**src/rtl/fpcm_pkg.sv**
```systemverilog
// shared types, format codes and helpers for the float to pcm sample packer
package fpcm_pkg;

  typedef enum logic [1:0] {
    FMT_PCM16 = 2'd0,
    FMT_PCM24 = 2'd1,
    FMT_PCM32 = 2'd2,
    FMT_FLOAT = 2'd3
  } fmt_e;

  localparam int MidDepth = 2;
  localparam int OutDepth = 8;

  // classified request handed from the front to the back
  typedef struct packed {
    logic        neg;
    logic        zero;
    logic [7:0]  expo;
    logic [23:0] man;
    fmt_e        fmt;
    logic [31:0] raw;
    logic [31:0] data_bytes;
    logic [31:0] riff;
  } cls_t;

  typedef struct packed {
    logic [31:0] packed_word;
    logic [2:0]  byte_count;
    logic [31:0] data_bytes;
    logic [31:0] riff;
  } res_t;

  function automatic logic [5:0] scale_shift(fmt_e f);
    logic [5:0] n;
    case (f)
      FMT_PCM16: n = 6'd15;
      FMT_PCM24: n = 6'd23;
      FMT_PCM32: n = 6'd31;
      default:   n = 6'd0;
    endcase
    return n;
  endfunction

  function automatic logic [2:0] fmt_bytes(fmt_e f);
    logic [2:0] b;
    case (f)
      FMT_PCM16: b = 3'd2;
      FMT_PCM24: b = 3'd3;
      default:   b = 3'd4;
    endcase
    return b;
  endfunction

endpackage

```
**src/rtl/fpcm_queue.sv**
```systemverilog
// small register queue with count
module fpcm_queue #(
  parameter int WIDTH = 8,
  parameter int DEPTH = 2
) (
  input  logic                         clk_i,
  input  logic                         rst_ni,
  input  logic                         push_i,
  input  logic [WIDTH-1:0]             data_i,
  output logic                         full_o,
  input  logic                         pop_i,
  output logic [WIDTH-1:0]             data_o,
  output logic                         empty_o,
  output logic [$clog2(DEPTH+1)-1:0]   count_o
);

  localparam int IdxW = (DEPTH > 1) ? $clog2(DEPTH) : 1;
  localparam int CntW = $clog2(DEPTH+1);

  logic [WIDTH-1:0] mem_q [DEPTH];
  logic [IdxW-1:0]  wr_q, wr_d, rd_q, rd_d;
  logic [CntW-1:0]  cnt_q, cnt_d;
  logic             do_push, do_pop;

  assign do_push = push_i && !full_o;
  assign do_pop  = pop_i && !empty_o;
  assign full_o  = (cnt_q == CntW'(DEPTH));
  assign empty_o = (cnt_q == '0);
  assign count_o = cnt_q;
  assign data_o  = mem_q[rd_q];

  always_comb begin
    wr_d  = wr_q;
    rd_d  = rd_q;
    cnt_d = cnt_q;
    if (do_push) begin
      wr_d = (wr_q == IdxW'(DEPTH-1)) ? '0 : wr_q + 1'b1;
    end
    if (do_pop) begin
      rd_d = (rd_q == IdxW'(DEPTH-1)) ? '0 : rd_q + 1'b1;
    end
    if (do_push && !do_pop) begin
      cnt_d = cnt_q + 1'b1;
    end else if (do_pop && !do_push) begin
      cnt_d = cnt_q - 1'b1;
    end
  end

  always_ff @(posedge clk_i or negedge rst_ni) begin
    if (!rst_ni) begin
      wr_q  <= '0;
      rd_q  <= '0;
      cnt_q <= '0;
    end else begin
      wr_q  <= wr_d;
      rd_q  <= rd_d;
      cnt_q <= cnt_d;
    end
  end

  always_ff @(posedge clk_i) begin
    if (do_push) begin
      mem_q[wr_q] <= data_i;
    end
  end

endmodule

```
**src/rtl/fpcm_front.sv**
```systemverilog
// front part: format register, sample classification and running byte total
module fpcm_front import fpcm_pkg::*; (
  input  logic        clk_i,
  input  logic        rst_ni,
  input  logic        cfg_we_i,
  input  logic [1:0]  cfg_wdata_i,
  input  logic        accept_i,
  input  logic [31:0] sample_bits_i,
  output cls_t        cls_o
);

  fmt_e        fmt_q;
  logic [31:0] total_q, total_d;
  logic [2:0]  nbytes;
  logic [7:0]  ex;
  logic [22:0] fr;
  logic        is_nan, over;

  assign ex     = sample_bits_i[30:23];
  assign fr     = sample_bits_i[22:0];
  assign is_nan = (ex == 8'hFF) && (fr != '0);
  // magnitude above one, infinities included
  assign over   = (sample_bits_i[30:0] > 31'h3F80_0000);
  assign nbytes = fmt_bytes(fmt_q);
  assign total_d = total_q + 32'(nbytes);

  always_comb begin
    cls_o.neg  = sample_bits_i[31];
    // nan, zero and subnormals all give zero
    cls_o.zero = is_nan || (ex == '0);
    cls_o.expo = over ? 8'd127 : ex;
    cls_o.man  = over ? 24'h80_0000 : {1'b1, fr};
    cls_o.fmt  = fmt_q;
    cls_o.raw  = sample_bits_i;
    cls_o.data_bytes = total_d;
    cls_o.riff = total_q + (32'(nbytes) + 32'd36);
  end

  always_ff @(posedge clk_i or negedge rst_ni) begin
    if (!rst_ni) begin
      fmt_q   <= FMT_PCM16;
      total_q <= '0;
    end else begin
      if (cfg_we_i) begin
        fmt_q <= fmt_e'(cfg_wdata_i);
      end
      if (accept_i) begin
        total_q <= total_d;
      end
    end
  end

endmodule

```
**src/rtl/fpcm_back.sv**
```systemverilog
// back part: three stage scale, round and truncate datapath
module fpcm_back import fpcm_pkg::*; (
  input  logic       clk_i,
  input  logic       rst_ni,
  input  logic       issue_i,
  input  cls_t       cls_i,
  output logic       res_valid_o,
  output res_t       res_o,
  output logic [1:0] busy_o
);

  // stage 1: exact product magnitude
  logic        v1_q, v2_q, v3_q;
  cls_t        c1_q, c2_q;
  logic        rnd1_q;
  logic [54:0] p1_q, p1_d;
  logic [5:0]  n0;
  logic [54:0] mn;
  logic        rnd0;

  assign n0   = scale_shift(cls_i.fmt);
  assign mn   = 55'(cls_i.man) << n0;
  // only the positive int16/int24 scales are not powers of two
  assign rnd0 = !cls_i.neg && (cls_i.fmt == FMT_PCM16 || cls_i.fmt == FMT_PCM24);

  always_comb begin
    if (cls_i.zero) begin
      p1_d = '0;
    end else if (rnd0) begin
      p1_d = mn - 55'(cls_i.man);
    end else begin
      p1_d = mn;
    end
  end

  // stage 2: round product to 24 significant bits
  logic [55:0] rp2_q, rp2_d, lowmask, half, rem, pw;
  logic [7:0]  sh2_q;
  logic [5:0]  n1, lsb;
  logic        up;

  assign n1 = scale_shift(c1_q.fmt);

  always_comb begin
    lsb     = (p1_q >= (55'(1) << (n1 + 6'd23))) ? n1 : n1 - 6'd1;
    pw      = 56'(1) << lsb;
    lowmask = pw - 56'd1;
    half    = pw >> 1;
    rem     = {1'b0, p1_q} & lowmask;
    up      = (rem > half) || ((rem == half) && (({1'b0, p1_q} & pw) != '0));
    if (rnd1_q) begin
      rp2_d = ({1'b0, p1_q} & ~lowmask) + (up ? pw : 56'd0);
    end else begin
      rp2_d = {1'b0, p1_q};
    end
  end

  // stage 3: truncate toward zero, sign, saturate, pack
  logic [55:0] mag;
  logic [31:0] word;
  res_t        res_q, res_d;

  always_comb begin
    mag = (sh2_q >= 8'd56) ? 56'd0 : (rp2_q >> sh2_q);
    if (c2_q.neg) begin
      word = -mag[31:0];
    end else if (mag >= 56'h8000_0000) begin
      word = 32'h7FFF_FFFF;
    end else begin
      word = mag[31:0];
    end
    case (c2_q.fmt)
      FMT_PCM16: word = word & 32'h0000_FFFF;
      FMT_PCM24: word = word & 32'h00FF_FFFF;
      FMT_PCM32: word = word;
      default:   word = c2_q.raw;
    endcase
    res_d.packed_word = word;
    res_d.byte_count  = fmt_bytes(c2_q.fmt);
    res_d.data_bytes  = c2_q.data_bytes;
    res_d.riff        = c2_q.riff;
  end

  always_ff @(posedge clk_i or negedge rst_ni) begin
    if (!rst_ni) begin
      v1_q <= 1'b0;
      v2_q <= 1'b0;
      v3_q <= 1'b0;
    end else begin
      v1_q <= issue_i;
      v2_q <= v1_q;
      v3_q <= v2_q;
    end
  end

  always_ff @(posedge clk_i) begin
    c1_q   <= cls_i;
    rnd1_q <= rnd0;
    p1_q   <= p1_d;
    c2_q   <= c1_q;
    rp2_q  <= rp2_d;
    sh2_q  <= 8'd150 - c1_q.expo;
    res_q  <= res_d;
  end

  assign res_valid_o = v3_q;
  assign res_o       = res_q;
  assign busy_o      = 2'(v1_q) + 2'(v2_q) + 2'(v3_q);

endmodule

```
**src/rtl/float_to_pcm_sample_packer.sv**
```systemverilog
// a request accepted passes through the mid queue, back stages and result queue to the ports
// throughput: one sample per cycle unless issue is held; single pass, 3 stage back datapath
// the back issues only while the result queue has room for all requests in flight
// reset: asynchronous active low; clears queues, byte total and format (int16)
// top level of the float to pcm sample packer
module float_to_pcm_sample_packer import fpcm_pkg::*; #(
  parameter int MID_DEPTH = MidDepth,
  parameter int OUT_DEPTH = OutDepth
) (
  input  logic        clk_i,
  input  logic        rst_ni,
  input  logic        cfg_we_i,
  input  logic [1:0]  cfg_wdata_i,
  input  logic        push,
  output logic        full,
  input  logic [31:0] sample_bits_i,
  output logic        empty,
  input  logic        pop,
  output logic [31:0] packed_word_o,
  output logic [2:0]  byte_count_o,
  output logic [31:0] data_bytes_o,
  output logic [31:0] riff_size_o
);

  localparam int MidCntW = $clog2(MID_DEPTH+1);
  localparam int OutCntW = $clog2(OUT_DEPTH+1);
  localparam int OccW    = $clog2(OUT_DEPTH+4);

  logic               accept, mid_empty, issue, res_valid;
  logic [1:0]         busy;
  logic [MidCntW-1:0] mid_cnt;
  logic [OutCntW-1:0] out_cnt;
  logic [OccW-1:0]    occ;
  logic               out_full;
  cls_t               cls_in, cls_mid;
  res_t               res_in, res_out;

  assign accept = push && !full;

  fpcm_front u_front (
    .clk_i         (clk_i),
    .rst_ni        (rst_ni),
    .cfg_we_i      (cfg_we_i),
    .cfg_wdata_i   (cfg_wdata_i),
    .accept_i      (accept),
    .sample_bits_i (sample_bits_i),
    .cls_o         (cls_in)
  );

  fpcm_queue #(.WIDTH($bits(cls_t)), .DEPTH(MID_DEPTH)) u_mid (
    .clk_i   (clk_i),
    .rst_ni  (rst_ni),
    .push_i  (accept),
    .data_i  (cls_in),
    .full_o  (full),
    .pop_i   (issue),
    .data_o  (cls_mid),
    .empty_o (mid_empty),
    .count_o (mid_cnt)
  );

  // credit check: queued results plus requests in flight must fit
  assign occ   = OccW'(out_cnt) + OccW'(busy);
  assign issue = !mid_empty && (occ < OccW'(OUT_DEPTH)) && (mid_cnt != '0);

  fpcm_back u_back (
    .clk_i       (clk_i),
    .rst_ni      (rst_ni),
    .issue_i     (issue),
    .cls_i       (cls_mid),
    .res_valid_o (res_valid),
    .res_o       (res_in),
    .busy_o      (busy)
  );

  fpcm_queue #(.WIDTH($bits(res_t)), .DEPTH(OUT_DEPTH)) u_out (
    .clk_i   (clk_i),
    .rst_ni  (rst_ni),
    .push_i  (res_valid),
    .data_i  (res_in),
    .full_o  (out_full),
    .pop_i   (pop),
    .data_o  (res_out),
    .empty_o (empty),
    .count_o (out_cnt)
  );

  assign packed_word_o = res_out.packed_word;
  assign byte_count_o  = out_full ? res_out.byte_count : res_out.byte_count;
  assign data_bytes_o  = res_out.data_bytes;
  assign riff_size_o   = res_out.riff;

endmodule

```
**config.mk**
```make
export PLATFORM = sky130hd
export DESIGN_NAME = float_to_pcm_sample_packer
export DESIGN_NICKNAME = d
export VERILOG_FILES = /design/src/rtl/fpcm_pkg.sv /design/src/rtl/fpcm_queue.sv /design/src/rtl/fpcm_front.sv /design/src/rtl/fpcm_back.sv /design/src/rtl/float_to_pcm_sample_packer.sv
export SDC_FILE = /design/constraint.sdc
export NUM_CORES = 2
export LEC_CHECK = 0
export ABC_CLOCK_PERIOD_IN_PS = 9900
export BUFFER_PORTS_ARGS = -buffer_cell sky130_fd_sc_hd__buf_2
export CAP_MARGIN = 20
export CORE_UTILIZATION = 35
export DETAILED_ROUTE_END_ITERATION = 8
export PLACE_DENSITY = 0.58
export SYNTH_ARGS = -nofsm -noshare
export SYNTH_HDL_FRONTEND = slang
export SYNTH_SLANG_ARGS = --single-unit
```
**constraint.sdc**
```tcl
create_clock -name clk_i -period 9.9 [get_ports clk_i]
set_input_delay 0.495 -clock clk_i [delete_from_list [all_inputs] [get_ports clk_i]]
set_output_delay 0.495 -clock clk_i [all_outputs]
set_load 0.01 [all_outputs]
```
Word level (Yosys, flattened, before mapping)

Memory sizes are Yosys's and may differ from the RTL's.
Cells that the tools add are included.

Add/sub/neg operators: 21
$lt $le $gt $ge: 6
Equal/unequal tests: 13
Shift-type cells: 4
Muxes and demuxes: 26
Bitwise operators: 4
Reduce and logical (&&, ||, !) cells: 38

Operator list:

| operator                                                                               | number |
|---|---|
| 55-bit by 56-bit bitwise AND with 56-bit output                                        | 3 |
| 56-bit 2-to-1 mux                                                                      | 2 |
| 55-bit 2-to-1 mux                                                                      | 2 |
| 32-bit case mux with 3 select lines                                                    | 1 |
| 32-bit 2-to-1 mux                                                                      | 2 |
| 56-bit adder                                                                           | 1 |
| 56-bit by 55-bit equality test with 1-bit output                                       | 1 |
| 56-bit by 32-bit greater-or-equal comparator with 1-bit output (second input constant) | 1 |
| 56-bit by 55-bit > comparator with 1-bit output                                        | 1 |
| 56-bit inverter                                                                        | 1 |
| 56-bit nonzero test                                                                    | 1 |
| 1-bit by 6-bit << shifter with 56-bit output (first input constant)                    | 1 |
| 56-bit by 8-bit right shift with 56-bit output                                         | 1 |
| 56-bit by 1-bit subtractor with 56-bit output (second input constant)                  | 1 |
| 55-bit greater-or-equal comparator                                                     | 1 |
| 1-bit by 6-bit << shifter with 55-bit output (first input constant)                    | 1 |
| 24-bit by 5-bit << shifter with 55-bit output                                          | 1 |
| 55-bit by 24-bit subtractor with 55-bit output                                         | 1 |
| 32-bit by 3-bit adder with 32-bit output                                               | 1 |
| 32-bit adder                                                                           | 1 |
| 32-bit negator                                                                         | 1 |
| 31-bit by 30-bit > comparator with 1-bit output (second input constant)                | 1 |
| 5-bit case mux with 3 select lines                                                     | 2 |
| 23-bit 2-to-1 mux                                                                      | 1 |
| 35 further kinds                                                                       | 82 |

Bits in registers: 476
Memory bits (writable): 1054
Bits of input ports: 39
Output and inout port bits: 101
Word-level logic and storage cells: 145
Memories: 2

Memories:

| name        | depth | width | read ports | clocked after memory_dff | wr ports | RTL line         | text |
|---|---|---|---|---|---|---|---|
| u_out.mem_q | 8     | 99    | 1          | 0                        | 1        | fpcm_queue.sv:20 | `logic [WIDTH-1:0] mem_q [DEPTH];` |
| u_mid.mem_q | 2     | 131   | 1          | 0                        | 1        | fpcm_queue.sv:20 |  |

Logic depth before layout (Yosys ltp)

Depth in word-level cells: 15
Gate-level depth with buffers: 47
Gate-level depth less buffers: 42

By module

A second synthesis with hierarchy kept.

Cells, all modules: 4910
Area total of the unflattened synthesis: 69619.3 µm²

Modules (own cells, without submodules):

| module                     | times used | cells an instance | area an instance (µm²) | sequential area each (µm²) |
|---|---|---|---|---|
| fpcm_queue (u_out)         | 1          | 1208              | 31151.1                | 24033.0 |
| fpcm_back                  | 1          | 2862              | 24810.0                | 8583.2 |
| fpcm_queue (u_mid)         | 1          | 430               | 10004.6                | 8027.7 |
| fpcm_front                 | 1          | 402               | 3593.4                 | 850.8 |
| float_to_pcm_sample_packer | 1          | 8                 | 60.1                   | 0.0 |

Least setup slack after synthesis

No wires, ideal clock.

Kind: reg-to-reg
Start: register u_out.cnt_q[0], in the netlist u_out.count_o[0]
End: memory u_out.mem_q[0][10] (netlist name) (enable)
Arrival time: 9.897 ns
Required time: 9.110 ns
Path slack: -0.787 ns
Cell stages (with the launch flop): 5
Buffers on the path: 0
Path through: dfrtp_1 -> nor3_1 -> nand2_1 -> nand2_1 -> nor4_1

Longest elaborated chain between the ends: 5

Ends and longest elaborated chain:

| element                                | RTL line         | text |
|---|---|---|
| from (decl)                            | fpcm_queue.sv:22 | `logic [CntW-1:0] cnt_q, cnt_d;` |
| from (signal assigned)                 | fpcm_queue.sv:57 | `cnt_q <= cnt_d;` |
| 4-bit equality test                    | fpcm_queue.sv:27 | `assign full_o = (cnt_q == CntW'(DEPTH));` |
| 1-bit logical NOT                      | fpcm_queue.sv:25 | `assign do_push = push_i && !full_o;` |
| 1-bit logical AND                      | fpcm_queue.sv:25 |  |
| 1-bit 2-to-1 mux                       | fpcm_queue.sv:62 | `if (do_push) begin` |
| 1-bit 2-to-1 mux (not written as such) | fpcm_queue.sv:63 | `mem_q[wr_q] <= data_i;` |
| to (decl)                              | fpcm_queue.sv:20 |  |

No other way between the ends.

Final worst setup path

Start: register u_back.c1_q[96] (netlist name)
End: register u_back.rp2_q[45]

Longest elaborated chain between the ends: 15
Elaborated cells on any way between the ends: 23
Those cells by class: add/sub: 4; order compare: 2; eq/ne: 3; shift: 2; mux: 4; bitwise: 4; reduce/logical: 4

Ends and longest elaborated chain:

| element                                                                               | RTL line         | text |
|---|---|---|
| from (decl)                                                                           | fpcm_back.sv:14  | `cls_t c1_q, c2_q;` |
| from (signal assigned)                                                                | fpcm_back.sv:97  | `c1_q <= cls_i;` |
| 2-bit equality test, or another cell as far along                                     | fpcm_pkg.sv:35   | `case (f)` |
| 5-bit case mux with 3 select lines *                                                  | fpcm_pkg.sv:35   |  |
| 5-bit by 5-bit adder with 6-bit output                                                | fpcm_back.sv:45  | `lsb = (p1_q >= (55'(1) << (n1 + 6'd23))) ? n1 : n1 - 6'd1;` |
| 1-bit by 6-bit << shifter with 55-bit output                                          | fpcm_back.sv:45  |  |
| 55-bit greater-or-equal comparator                                                    | fpcm_back.sv:45  |  |
| 6-bit 2-to-1 mux *                                                                    | fpcm_back.sv:45  |  |
| 1-bit by 6-bit << shifter with 56-bit output *                                        | fpcm_back.sv:46  | `pw = 56'(1) << lsb;` |
| branches (longest 6 deep; another with 56-bit by 1-bit subtractor with 56-bit output) | -                |  |
| 56-bit adder *                                                                        | fpcm_back.sv:52  | `rp2_d = ({1'b0, p1_q} & ~lowmask) + (up ? pw : 56'd0);` |
| 55-bit 2-to-1 mux *                                                                   | fpcm_back.sv:51  | `if (rnd1_q) begin` |
| via u_back.rp2_d[45]                                                                  | fpcm_back.sv:37  | `logic [55:0] rp2_q, rp2_d, lowmask, half, rem, pw;` |
| to (signal assigned)                                                                  | fpcm_back.sv:101 | `rp2_q <= rp2_d;` |
| to (decl)                                                                             | fpcm_back.sv:37  |  |

Mark *: on every way through the listed nets, which the timed path passes.
A chain may end at the register's enable or synchronous reset.

==> metrics.txt <==
status finished clean; final worst hold slack between 70 and 80 ps; largest family of logic cells by synthesized area multiplexers; sequential share of power 0.346; hold path startpoint sample_bits_i[30]; xor/xnor share of the synthesized area 0.0299; required time of the worst setup path approximately 11000 ps; largest cells by area after synthesis sky130_fd_sc_hd__edfxtp_1 (46%), sky130_fd_sc_hd__dfxtp_1 (12%), sky130_fd_sc_hd__mux4_2 (7.4%), sky130_fd_sc_hd__mux2_2 (4.1%), sky130_fd_sc_hd__ha_1 (3.2%); count of nets left with antenna violations after detail routing 0; Final nets 5434; share of total power in combinational logic 0.453; first-pass GRT wire length between 200000 and 300000 um; Worst setup EP type flop; worst-margin pin slew approximately 1200 ps; number of levels in the clock H-tree 4; number of antenna violations at the first check in global routing 12; cell-internal power 17.6 mW; Die W 439 um; Most common cell on crit path sky130_fd_sc_hd__buf_4; Die Footprint 193000 sq um; maximum capacitance violations 0; post-DP HPWL around 140000 um; I/O Buffers 139; Chip Height around 440 um; Critical Path Max Stage Delay 510 ps; flop and latch count out of synthesis 1500; time the final worst path needs with I/O delays and setup 9580 ps; slew margin rel. 0.212; launch point of the critical path u_back.c1_q[96]$_DFF_P_; area grow syn2layout 16.2%; Std-Cell Rows 160; routed wire length per instance approximately 25 um; summed instance area of the synthesized netlist 66800 sq um; Worst Setup Path Type reg2reg; final worst clock skew 49.2 ps; remaining routing DRC violations 0; Via-to-Cell Ratio ~5.4; clock-pin slew reported for the worst setup and hold paths after clock tree synthesis 60 ps; arrival time reported for the critical path endpoint slightly above 10000 ps; power density over the cells 376 nW/um^2; clock root buffer sky130_fd_sc_hd__clkbuf_16; fraction of synthesized area in multiplexers 0.136; peak ir drop on the vdd network 0.000231 V; detailed-router iteration count before antenna repair 5; leading cell type by number of instances after synthesis sky130_fd_sc_hd__edfxtp_1; DRT iter0 DRCs 3447; number of primary I/O pins 140; pin count of the biggest net entering global routing 76; startpoint type of the worst setup path flop; number of synthesized flops with an enable pin slightly above 1000; clock tree from TritonCTS yes; count of clock tree sinks 1500; share of synthesized area occupied by flip-flops and latches 0.608; final clock period utilization by the worst path 0.968; effective utilization at floorplan 0.352; overall global routing resource usage 0.198; placeable core area 190000 sq um; number of buffers on the longest clock path 3; gpl congestion 1.01; largest fanout on the critical path 9; clock buffer count from CTS roughly 150; proportion of power drawn by the clock network 0.202; static power due to leakage 27.9 nW; Switch Pwr 11.6 mW; top post-synthesis cells by count sky130_fd_sc_hd__edfxtp_1 (1032), sky130_fd_sc_hd__dfxtp_1 (417), sky130_fd_sc_hd__nor2_1 (330), sky130_fd_sc_hd__nand2_1 (266), sky130_fd_sc_hd__mux2_2 (243); cell with the biggest individual delay on the critical path sky130_fd_sc_hd__or4_4; routed wire length 195000 um; switching power share of the total 0.398; via total after detailed routing 42500; final hold vios 0; number of distinct standard cells referenced by the synthesized netlist 101; final cell area excluding filler cells 77600 sq um; Max Fclk 0.104 GHz; instance area at placement 71800 sq um; synthesized area divided by synthesized cell count 13.8 sq um; fraction of synthesis flops using an asynchronous set or reset pin 0.0340; worst hold path class in2reg; reg-to-reg startpoint u_back.c1_q[96]$_DFF_P_; Cells after Synth 4849; Final Slew Violations 0; post-synthesis share of cell area spent on full adders, half adders and majority gates 0.0331; number of synthesis warnings 0; clk_lat worst skew 820 ps; Final setup viols 0; number of global-route vias before repair around 42000; remaining global-route overflow 0; layout cells sized above 1 0.227; Post-synth top flop sky130_fd_sc_hd__edfxtp_1; share of the synthesized area in the top cell type 0.464; synthesized-area fraction occupied by ao, oa, aoi and oai cells 0.0799; area fraction in and, or, nand and nor cells after synthesis 0.0911; post-synth top area cell sky130_fd_sc_hd__edfxtp_1; count of filler cells inserted in the layout 17600
## state kept, by name, summed over array words and instances (netlist names), 4 cells and up
| signal | flops |
|---|---|
| u_mid.mem_q | 256 |
| u_back.rp2_q | 56 |
| u_back.c1_q | 104 |
| u_out.mem_q | 776 |
| u_back.c2_q | 96 |
| u_back.sh2_q | 8 |
| u_front.total_q | 32 |
| u_out.count_o | 4 |
| u_back.p1_q | 55 |
| u_back.res_o | 97 |
## through the flow
step	utilization	power [mW]	std cells	setup TNS (ps)	setup slack (ps)
3_5_place_dp	0.378	23.1	7538	-362	-147
5_1_grt	0.409	30.6	7867	-311	-67.2
3_3_place_gp	0.378	23.1	7537	-155	-85.5
6_report	0.409	29.2	7869	0	318
4_1_cts	0.408	29.1	7861	0	2.01
2_1_floorplan	-	18.1	4877	0	112
## per-layer routing
| metal | wire length [um] | global-route usage | up-vias | share of wire |
|---|---|---|---|---|
| met5 | 0 | 0 | - | 0 |
| met2 | 89900 | 0.313 | 1395 | 0.46 |
| li1 | - | - | 19300 | - |
| met4 | 8010 | 0.0817 | 0 | 0.041 |
| met1 | 87700 | 0.276 | 21500 | 0.45 |
| met3 | 9510 | 0.0252 | 348 | 0.049 |
## timing repair
item	CTS	global route
gates resized for setup	4	31
cloned	0	1
hold buffers	34	0
endpoints found under the setup margin	8	43
endpoints found under the hold margin	127	0
pin swaps	0	6
buffers inserted	0	3
## layout by cell type, fill, tap and decap left out, types with 28 or more instances in the layout
cell	instances
sky130_fd_sc_hd__nor2b_1	51
sky130_fd_sc_hd__nor2_1	324
sky130_fd_sc_hd__nor3_1	87
sky130_fd_sc_hd__and2_1	87
sky130_fd_sc_hd__mux2_2	243
sky130_fd_sc_hd__buf_4	257
sky130_fd_sc_hd__a211oi_1	36
sky130_fd_sc_hd__a21o_1	63
sky130_fd_sc_hd__nand2b_1	31
sky130_fd_sc_hd__clkbuf_1	45
sky130_fd_sc_hd__ha_1	166
sky130_fd_sc_hd__xor2_1	94
sky130_fd_sc_hd__xnor2_1	134
sky130_fd_sc_hd__and3_1	36
sky130_fd_sc_hd__o22ai_1	79
sky130_fd_sc_hd__or2_2	28
sky130_fd_sc_hd__nor4_1	36
sky130_fd_sc_hd__dfrtp_1	47
sky130_fd_sc_hd__o21ai_0	128
sky130_fd_sc_hd__a21oi_1	159
sky130_fd_sc_hd__or3_1	41
sky130_fd_sc_hd__buf_2	139
sky130_fd_sc_hd__nand4_1	40
sky130_fd_sc_hd__edfxtp_1	1032
sky130_fd_sc_hd__dfxtp_1	412
sky130_fd_sc_hd__nand3_1	85
sky130_fd_sc_hd__nand2_1	266
sky130_fd_sc_hd__dlygate4sd3_1	34
sky130_fd_sc_hd__conb_1	30
sky130_fd_sc_hd__mux2i_1	117
sky130_fd_sc_hd__clkbuf_16	159
sky130_fd_sc_hd__mux4_2	220
sky130_fd_sc_hd__inv_1	97
## worst paths after layout
path / end / slack [ps] / cells after the start
hold / removal: u_mid.mem_q[1][94]$_DFFE_PP_ / 70 / 1
setup / recovery: u_back.rp2_q[45]$_DFF_P_ / 320 / 45
min in group asynchronous: u_front.total_q[26]$_DFFE_PN0P_ / 390 / 3
hold reg to reg: u_back.res_o[48]$_DFF_P_ / 320 / 0
max in group asynchronous: u_mid.rd_q$_DFFE_PN0P_ / 8900 / 3
setup reg to reg: u_back.rp2_q[45]$_DFF_P_ / 320 / 45
## worst max-delay path, delay by kind of cell, from the launching register on
family	cells	cell delay, ps
adders and majority gates	5	1370
and+or+nand+nor	13	2310
DFF	1	310
muxes	1	260
xor gates and xnor gates	1	160
buffers and inverters	12	1690
AOI/OAI and AO/OA	13	3350
## logic make-up (layout without fill, tap and decap cells)
logic type / Yosys count / in the layout
simple gates: 1219 / 1219
compound gates: 782 / 782
mux: 595 / 595
fa+ha+maj: 174 / 174
flops: 1500 / 1500
other cells: 2 / 34
xor+xnor: 228 / 228
buf+inv: 349 / 826
## cell type report
class                           count  area [sq um]  area share
Tap cell                         2511          3140      0.0405
Multi-Input combinational cell   3028         25100       0.324
Sequential cell                  1500         40600       0.523
Clock buffer                      217          4320      0.0556
Inverter                          101           379     0.00488
Timing Repair Buffer              436          3080      0.0397
Antenna cell                        4          10.0    0.000129
Clock inverter                     72           948      0.0122
## power groups by stage
stage                     sequential [mW]  clock, mW  combinational (mW)
final                                10.1       5.88                13.2
after global routing                 10.3       6.26                14.1
after CTS                            10.1       6.02                13.0
after detailed placement             10.2          0                12.9
after global placement               10.1          0                12.9
after floorplan                      9.67          0                8.42
No activity file was read; power rests on OpenSTA's default activity.
